**config.mk**
```make
export PLATFORM = sky130hd
export DESIGN_NAME = sorted_byte_list_top
export DESIGN_NICKNAME = d
export VERILOG_FILES = /design/src/hdl/sbl_pkg.sv /design/src/hdl/sbl_ctrl.sv /design/src/hdl/sbl_datapath.sv /design/src/hdl/sorted_byte_list_top.sv
export SDC_FILE = /design/constraint.sdc
export NUM_CORES = 1
export LEC_CHECK = 0
export ABC_AREA = 1
export BUFFER_PORTS_ARGS = -buffer_cell sky130_fd_sc_hd__buf_2
export CAP_MARGIN = 20
export CORE_MARGIN = 4
export CORE_UTILIZATION = 62
export DETAILED_ROUTE_END_ITERATION = 16
export PLACE_DENSITY_LB_ADDON = 0.2
export SLEW_MARGIN = 5
export SYNTH_ARGS = -nofsm -noshare
export SYNTH_HDL_FRONTEND = slang
export SYNTH_SLANG_ARGS = --single-unit
```
**constraint.sdc**
```tcl
create_clock -name clock -period 2.96 [get_ports clock]
set_input_delay 0.148 -clock clock [delete_from_list [all_inputs] [get_ports clock]]
set_output_delay 0.148 -clock clock [all_outputs]
set_load 0.01 [all_outputs]
```
**src/hdl/sbl_pkg.sv**
```systemverilog
package sbl_pkg;

   localparam int CAPACITY_DEFAULT = 16;
   localparam int STATUS_W = 3;
   localparam int ENTRY_COUNT_W = 5;
   localparam int VALUE_W = 8;

   localparam logic CMD_INSERT = 1'b0;
   localparam logic CMD_DELETE = 1'b1;

   typedef enum logic [STATUS_W-1:0] {
      ST_INSERTED  = 3'd0,
      ST_REMOVED   = 3'd1,
      ST_NOT_FOUND = 3'd2,
      ST_EMPTY     = 3'd3,
      ST_FULL      = 3'd4
   } status_type;

   typedef enum logic [2:0] {
      S_IDLE,
      S_INS_RD,
      S_INS_CHK,
      S_DEL_RD,
      S_DEL_CHK,
      S_DONE
   } state_type;

   typedef struct packed {
      logic load;
      logic ins_step;
      logic del_step;
      logic emit;
   } cmd_type;

   typedef struct packed {
      logic full;
      logic empty;
      logic ins_more;
      logic del_last;
      logic slot_free;
   } sts_type;

endpackage

```
**src/hdl/sbl_ctrl.sv**
```systemverilog
module sbl_ctrl (
   input  logic             clock,
   input  logic             reset,
   input  logic             req_valid,
   input  logic             req_command,
   input  sbl_pkg::sts_type sts,
   output sbl_pkg::cmd_type cmd,
   output logic             req_stall
);

   sbl_pkg::state_type state_ff;
   sbl_pkg::state_type state_in;

   always_ff @(posedge clock) begin
      if (reset) begin
         state_ff <= sbl_pkg::S_IDLE;
      end else begin
         state_ff <= state_in;
      end
   end

   always_comb begin
      state_in = state_ff;
      case (state_ff)
         sbl_pkg::S_IDLE: begin
            if (req_valid) begin
               if (req_command == sbl_pkg::CMD_INSERT) begin
                  state_in = sts.full ? sbl_pkg::S_DONE : sbl_pkg::S_INS_RD;
               end else begin
                  state_in = sts.empty ? sbl_pkg::S_DONE : sbl_pkg::S_DEL_RD;
               end
            end
         end
         sbl_pkg::S_INS_RD:  state_in = sbl_pkg::S_INS_CHK;
         sbl_pkg::S_INS_CHK: state_in = sts.ins_more ? sbl_pkg::S_INS_RD : sbl_pkg::S_DONE;
         sbl_pkg::S_DEL_RD:  state_in = sbl_pkg::S_DEL_CHK;
         sbl_pkg::S_DEL_CHK: state_in = sts.del_last ? sbl_pkg::S_DONE : sbl_pkg::S_DEL_RD;
         sbl_pkg::S_DONE: begin
            if (sts.slot_free) begin
               state_in = sbl_pkg::S_IDLE;
            end
         end
         default: state_in = sbl_pkg::S_IDLE;
      endcase
   end

   always_comb begin
      cmd = '0;
      req_stall = 1'b1;
      case (state_ff)
         sbl_pkg::S_IDLE: begin
            req_stall = 1'b0;
            cmd.load = req_valid;
         end
         sbl_pkg::S_INS_CHK: cmd.ins_step = 1'b1;
         sbl_pkg::S_DEL_CHK: cmd.del_step = 1'b1;
         sbl_pkg::S_DONE:    cmd.emit = sts.slot_free;
         default: ;
      endcase
   end

endmodule

```
**src/hdl/sbl_datapath.sv**
```systemverilog
module sbl_datapath #(
   parameter int CAPACITY = sbl_pkg::CAPACITY_DEFAULT
) (
   input  logic                               clock,
   input  logic                               reset,
   input  sbl_pkg::cmd_type                   cmd,
   output sbl_pkg::sts_type                   sts,
   input  logic                               req_command,
   input  logic [sbl_pkg::VALUE_W-1:0]        req_item_value,
   input  logic                               rsp_stall,
   output logic                               rsp_valid,
   output logic [sbl_pkg::STATUS_W-1:0]       rsp_status,
   output logic [sbl_pkg::ENTRY_COUNT_W-1:0]  rsp_entry_count
);

   localparam int AW = (CAPACITY > 1) ? $clog2(CAPACITY) : 1;
   localparam int CW = $clog2(CAPACITY + 1);
   localparam int XW = CW + sbl_pkg::ENTRY_COUNT_W;
   localparam int VW = sbl_pkg::VALUE_W;

   logic [VW-1:0] mem [CAPACITY];
   logic [VW-1:0] rdata_ff;

   logic [CW-1:0] count_ff, count_in;
   logic [CW-1:0] ptr_ff, ptr_in;
   logic [VW-1:0] val_ff, val_in;
   logic          op_ff, op_in;
   logic          found_ff, found_in;
   sbl_pkg::status_type stat_ff, stat_in;

   logic                               rsp_valid_ff, rsp_valid_in;
   logic [sbl_pkg::STATUS_W-1:0]       rsp_status_ff, rsp_status_in;
   logic [sbl_pkg::ENTRY_COUNT_W-1:0]  rsp_count_ff, rsp_count_in;

   logic          wr_en;
   logic [AW-1:0] wr_addr;
   logic [VW-1:0] wr_data;
   logic [AW-1:0] rd_addr;
   logic [CW-1:0] ptr_dec;
   logic [CW-1:0] ptr_inc;
   logic [XW-1:0] count_wide;
   logic          ins_more;
   logic          del_hit;
   logic          del_last;

   assign ptr_dec    = ptr_ff - CW'(1);
   assign ptr_inc    = ptr_ff + CW'(1);
   assign count_wide = XW'(count_ff);
   assign ins_more   = (ptr_ff != '0) && (rdata_ff >= val_ff);
   assign del_hit    = found_ff || (rdata_ff == val_ff);
   assign del_last   = (ptr_inc == count_ff);
   assign rd_addr    = (op_ff == sbl_pkg::CMD_INSERT) ? ptr_dec[AW-1:0] : ptr_ff[AW-1:0];

   assign sts.full      = (count_ff == CW'(CAPACITY));
   assign sts.empty     = (count_ff == '0);
   assign sts.ins_more  = ins_more;
   assign sts.del_last  = del_last;
   assign sts.slot_free = !rsp_valid_ff || !rsp_stall;

   always_comb begin
      count_in      = count_ff;
      ptr_in        = ptr_ff;
      val_in        = val_ff;
      op_in         = op_ff;
      found_in      = found_ff;
      stat_in       = stat_ff;
      wr_en         = 1'b0;
      wr_addr       = ptr_ff[AW-1:0];
      wr_data       = val_ff;
      rsp_valid_in  = rsp_valid_ff;
      rsp_status_in = rsp_status_ff;
      rsp_count_in  = rsp_count_ff;

      if (cmd.load) begin
         op_in    = req_command;
         val_in   = req_item_value;
         found_in = 1'b0;
         if (req_command == sbl_pkg::CMD_INSERT) begin
            ptr_in  = count_ff;
            stat_in = sts.full ? sbl_pkg::ST_FULL : sbl_pkg::ST_INSERTED;
         end else begin
            ptr_in  = '0;
            stat_in = sts.empty ? sbl_pkg::ST_EMPTY : sbl_pkg::ST_NOT_FOUND;
         end
      end

      // walk down from the top, moving entries greater than or equal to the value up one slot
      if (cmd.ins_step) begin
         wr_en = 1'b1;
         if (ins_more) begin
            wr_data = rdata_ff;
            ptr_in  = ptr_dec;
         end else begin
            count_in = count_ff + CW'(1);
         end
      end

      // walk up; after the match every entry moves down one slot
      if (cmd.del_step) begin
         found_in = del_hit;
         ptr_in   = ptr_inc;
         if (found_ff) begin
            wr_en   = 1'b1;
            wr_addr = ptr_dec[AW-1:0];
            wr_data = rdata_ff;
         end
         if (del_last && del_hit) begin
            count_in = count_ff - CW'(1);
            stat_in  = sbl_pkg::ST_REMOVED;
         end
      end

      if (cmd.emit) begin
         rsp_valid_in  = 1'b1;
         rsp_status_in = stat_ff;
         rsp_count_in  = count_wide[sbl_pkg::ENTRY_COUNT_W-1:0];
      end else if (rsp_valid_ff && !rsp_stall) begin
         rsp_valid_in = 1'b0;
      end
   end

   always_ff @(posedge clock) begin
      if (wr_en) begin
         mem[wr_addr] <= wr_data;
      end
      rdata_ff <= mem[rd_addr];
   end

   always_ff @(posedge clock) begin
      if (reset) begin
         count_ff     <= '0;
         rsp_valid_ff <= 1'b0;
      end else begin
         count_ff     <= count_in;
         rsp_valid_ff <= rsp_valid_in;
      end
   end

   always_ff @(posedge clock) begin
      ptr_ff        <= ptr_in;
      val_ff        <= val_in;
      op_ff         <= op_in;
      found_ff      <= found_in;
      stat_ff       <= stat_in;
      rsp_status_ff <= rsp_status_in;
      rsp_count_ff  <= rsp_count_in;
   end

   assign rsp_valid       = rsp_valid_ff;
   assign rsp_status      = rsp_status_ff;
   assign rsp_entry_count = rsp_count_ff;

endmodule

```
**src/hdl/sorted_byte_list_top.sv**
```systemverilog
// sorted list of bytes, ascending, duplicates allowed, up to CAPACITY entries
// request channel: req_valid / req_stall with req_command (0 insert, 1 delete)
//   and req_item_value; a word is taken when req_valid is high and req_stall low
// response channel: rsp_valid / rsp_stall with rsp_status and rsp_entry_count,
//   one response word per request word, in order
// insert goes in front of the first entry greater than or equal to the value
// delete removes the first entry equal to the value
// work, with n entries stored, from one accepted request to the next: the entry
//   memory has one read port with a registered output, so each visited entry
//   passes through a read state and then a check state
//   insert: visits from the top down through the entries greater or equal
//   delete: visits all n entries; full insert or empty delete: straight to done
// a new request is taken while the previous response still waits in the
//   output register; the next response then waits in the controller and
//   req_stall stays high until the output register frees
// rsp_stall holds the response word steady until it is taken
// reset empties the list at once and drops any pending response
module sorted_byte_list_top #(
   parameter int CAPACITY = sbl_pkg::CAPACITY_DEFAULT
) (
   input  logic                               clock,
   input  logic                               reset,
   input  logic                               req_valid,
   output logic                               req_stall,
   input  logic                               req_command,
   input  logic [sbl_pkg::VALUE_W-1:0]        req_item_value,
   output logic                               rsp_valid,
   input  logic                               rsp_stall,
   output logic [sbl_pkg::STATUS_W-1:0]       rsp_status,
   output logic [sbl_pkg::ENTRY_COUNT_W-1:0]  rsp_entry_count
);

   sbl_pkg::cmd_type cmd;
   sbl_pkg::sts_type sts;

   sbl_ctrl u_ctrl (
      .clock       (clock),
      .reset       (reset),
      .req_valid   (req_valid),
      .req_command (req_command),
      .sts         (sts),
      .cmd         (cmd),
      .req_stall   (req_stall)
   );

   sbl_datapath #(
      .CAPACITY (CAPACITY)
   ) u_datapath (
      .clock           (clock),
      .reset           (reset),
      .cmd             (cmd),
      .sts             (sts),
      .req_command     (req_command),
      .req_item_value  (req_item_value),
      .rsp_stall       (rsp_stall),
      .rsp_valid       (rsp_valid),
      .rsp_status      (rsp_status),
      .rsp_entry_count (rsp_entry_count)
   );

endmodule

```
==> results.cfg <==
[global_routing]
overflow = 0
grt_start_max_net_pins = 65
grt_antenna_before_repair = 0
grt_pass1_wl_mm = 27.3
grt_pass1_vias = 5280
grt_usage = 0.249

[die]
die_w_um = 119
die_height_um = 119
num_rows = 40
start_util = 0.635
coreArea_um2 = 12100
pin_count = 23
dieArea_um2 = 14200

[yosys]
yosysSeqAreaShare = 0.638
synthMuxAreaShare = 0
synth_xor_area_frac = 0.00686
async_flop_share = 0
yosys_warnings = 0
synthCells = 715
synth-compound-area-share = 0.125
synth-seq-cells = 171
yosys_most_used_dff = edfxtp_1
synth_top_family_by_area = simple AND/OR/NAND/NOR gates
synth_edf_count = 146
synthSimpleGateAreaFrac = 0.140
ys_types = 36
avgSynthCellArea_um2 = 10.7
synthAdderAreaFrac = 0.0196
synth_nets = 740
netlist_area_um2 = 7660

[placement]
port_buffers = 22
dpl.hpwl_mm = 11.0
gp_congestion = 0.888
place_inst = 892
preCtsSetupSlack_ns = 0.235

[min_path]
hp-class = in2reg

[clock_tree]
clkLatencyLatePin_ns = 0.43
cts_sinks = 171
htree_levels = 4
numCtsBuffers = 17
clkTransAtPathRegs_ns = 0.07
cts_setup_buffers = 0
cts-root-buf = clkbuf_16
cts_buffer_depth = 2
cts_tree = yes

[power_and_ir_drop]
clkPwrFrac = 0.247
p_int_uw = 5740
power_switching_share = 0.394
switching_power_uw = 3730
power_density_nw_per_um2 = 1100
seq_power_share = 0.355
vdd_drop_max_mv = 0.606
pwr-share-comb = 0.398
p_leak_uw = 0.00342

[critical_path]
crit_path_cell_trace = inv_2 > ha_1 > o21ai_2 > clkinvlp_4 > o21ai_1 > inv_1 > o21ai_0 > nand3_1 > nand3_1 > nand2_1
end_kind = flip-flop
critical_path.slowest_cell = dfxtp_1
cp_max_fo = 16
crit_required_ns = 3.25
arrival_ns = 3.02
worstSetupPathType = reg2reg
cpMostUsedCell = nand3_1
cpPeakStageDelay_ns = 0.52
critPathLaunchType = flip-flop

[sta]
fmax_ghz = 0.367
maxSlewViolCount = 0
setup_ws_ns = 0.233
max_slew.worst_pin.slew_ns = 1.12
slew_headroom = 0.246
final-hold-violation-count = 0
holdWs_ns = 0.113
tns_ns = 0
rsz0062_at_grt = false
period_minus_slack_ns = 2.73
setup_viol = 0
finClkSkew_ns = 0.00991
period_share = 0.921

[routing]
via_count = 5483
first_iter_violations = 581
drtPass1Iterations = 5
routed_wl_mm = 17.2
ant_nets = 0
vias_per_cell = 5.86
post_drt_wl_per_cell_um = 18.4
drc = 0

[finish]
syn_to_final_growth_pct = 12.9
drive_gt1_frac = 0.120
stdcell_count = 935
nFillCells = 856
fin_nets = 780
n_antenna_cell = 0

[run_status]
status = completed

[job]
cap_violations = 0
==> power groups by stage <==
stage,registers [uW],logic (uW),clock network [uW]
finish,3360,3770,2340
global route,3390,4200,2480
CTS,3360,3710,2360
detailed placement,3400,3660,0
global placement,3390,3570,0
floorplan,3330,2740,0
==> stage by stage <==
step / area (um2) / total power [uW] / util
after floorplan: 7660 / 6060 / -
after global placement: 7900 / 6960 / 0.655
after detailed placement: 7900 / 7060 / 0.655
after CTS: 8630 / 9420 / 0.715
after global routing: 8640 / 10100 / 0.716
final: 8640 / 9470 / 0.716
==> synth_stat cells, types with 2 or more instances <==
| cell type | n | share of area |
|---|---|---|
| o21ai_2 | 3 | 0.0034 |
| o21ai_1 | 76 | 0.050 |
| nand3_1 | 81 | 0.053 |
| buf_4 | 5 | 0.0049 |
| nor2_1 | 38 | 0.019 |
| nand4_1 | 8 | 0.0065 |
| xnor2_1 | 2 | 0.0023 |
| nand2_1 | 96 | 0.047 |
| buf_6 | 8 | 0.012 |
| o21ai_0 | 38 | 0.025 |
| nand2_2 | 2 | 0.0016 |
| dfxtp_1 | 25 | 0.065 |
| edfxtp_1 | 146 | 0.57 |
| o21bai_1 | 34 | 0.033 |
| clkbuf_1 | 6 | 0.0029 |
| buf_2 | 10 | 0.0065 |
| inv_2 | 8 | 0.0039 |
| nor3_1 | 4 | 0.0026 |
| ha_1 | 12 | 0.020 |
| a31oi_1 | 3 | 0.0025 |
| a21oi_1 | 10 | 0.0065 |
| xor2_1 | 4 | 0.0046 |
| nand2_4 | 2 | 0.0029 |
| inv_1 | 82 | 0.040 |
==> path summary, 6_finish.rpt <==
check                                                 to  slack, ns             startpoint  depth (start not counted)
worst max-delay path              u_datapath.rdata_ff[3]       0.23   u_datapath.ptr_ff[0]                         10
worst min-delay path                  u_ctrl.state_ff[0]       0.11              req_valid                          4
worst max register to register    u_datapath.rdata_ff[3]       0.23   u_datapath.ptr_ff[0]                         10
worst min register to register  u_datapath.rsp_status[0]       0.44  u_datapath.stat_ff[0]                          0
==> area by class of cell <==
type / instances / area, um2 / share of cell area
Timing Repair Buffer: 49 / 340 / 0.0394
Inverter: 91 / 348 / 0.0403
Clock buffer: 18 / 429 / 0.0497
Multi-Input combinational cell: 424 / 2230 / 0.258
Timing Repair inverter: 1 / 7.51 / 0.000869
Sequential cell: 171 / 4880 / 0.565
Tap cell: 168 / 210 / 0.0243
Clock inverter: 13 / 194 / 0.0224
==> worst max-delay path, delay by kind of cell, from the launching register on <==
kind	cells	cell delay [ns]
AOI/OAI and AO/OA	3	0.63
and+or+nand+nor	3	0.44
buffers and inverters	3	0.59
adders and majority gates	1	0.40
DFF	1	0.52
==> per-layer routing <==
layer,up-vias,track usage,share of wire
met1,2588,0.327,0.41
met3,46,0.0546,0.071
met4,0,0.101,0.028
met2,276,0.406,0.49
li1,2573,-,-
met5,-,0,0
==> timing repair <==
item                                   in CTS  in global routing
endpoints found under the hold margin      12                  0
hold buffers                               11                  0
setup endpoints to repair                   0                  3
gates resized for setup                     0                  2
==> registers in the layout (all words and copies together) (netlist names) <==
register / flops
u_ctrl.state_ff: 3
u_datapath.rsp_status: 3
u_datapath.count_ff: 5
u_datapath.stat_ff: 3
u_datapath.rdata_ff: 8
u_datapath.ptr_ff: 5
u_datapath.val_ff: 8
u_datapath.rsp_valid: 1
u_datapath.mem: 128
u_datapath.op_ff: 1
u_datapath.rsp_entry_count: 5
u_datapath.found_ff: 1
==> cell usage in the layout, fill, tap and decap left out, types with 10 or more instances in the layout <==
cell type	synthesis	final
nand3_1	81	81
edfxtp_1	146	146
o21ai_1	76	76
o21bai_1	34	34
buf_4	5	16
a21oi_1	10	10
dfxtp_1	25	25
o21ai_0	38	38
inv_1	82	81
clkbuf_16	0	17
dlygate4sd3_1	0	11
nand2_1	96	96
ha_1	12	12
buf_2	10	22
nor2_1	38	38
==> cell families (layout without fill, tap and decap cells) <==
group | Yosys count | after routing
buf+inv | 120 | 172
fa+ha+maj | 12 | 12
compound gates | 168 | 168
flops | 171 | 171
xor+xnor | 6 | 6
simple gates | 238 | 238
Note: power is estimated with default switching activity, not from simulation.
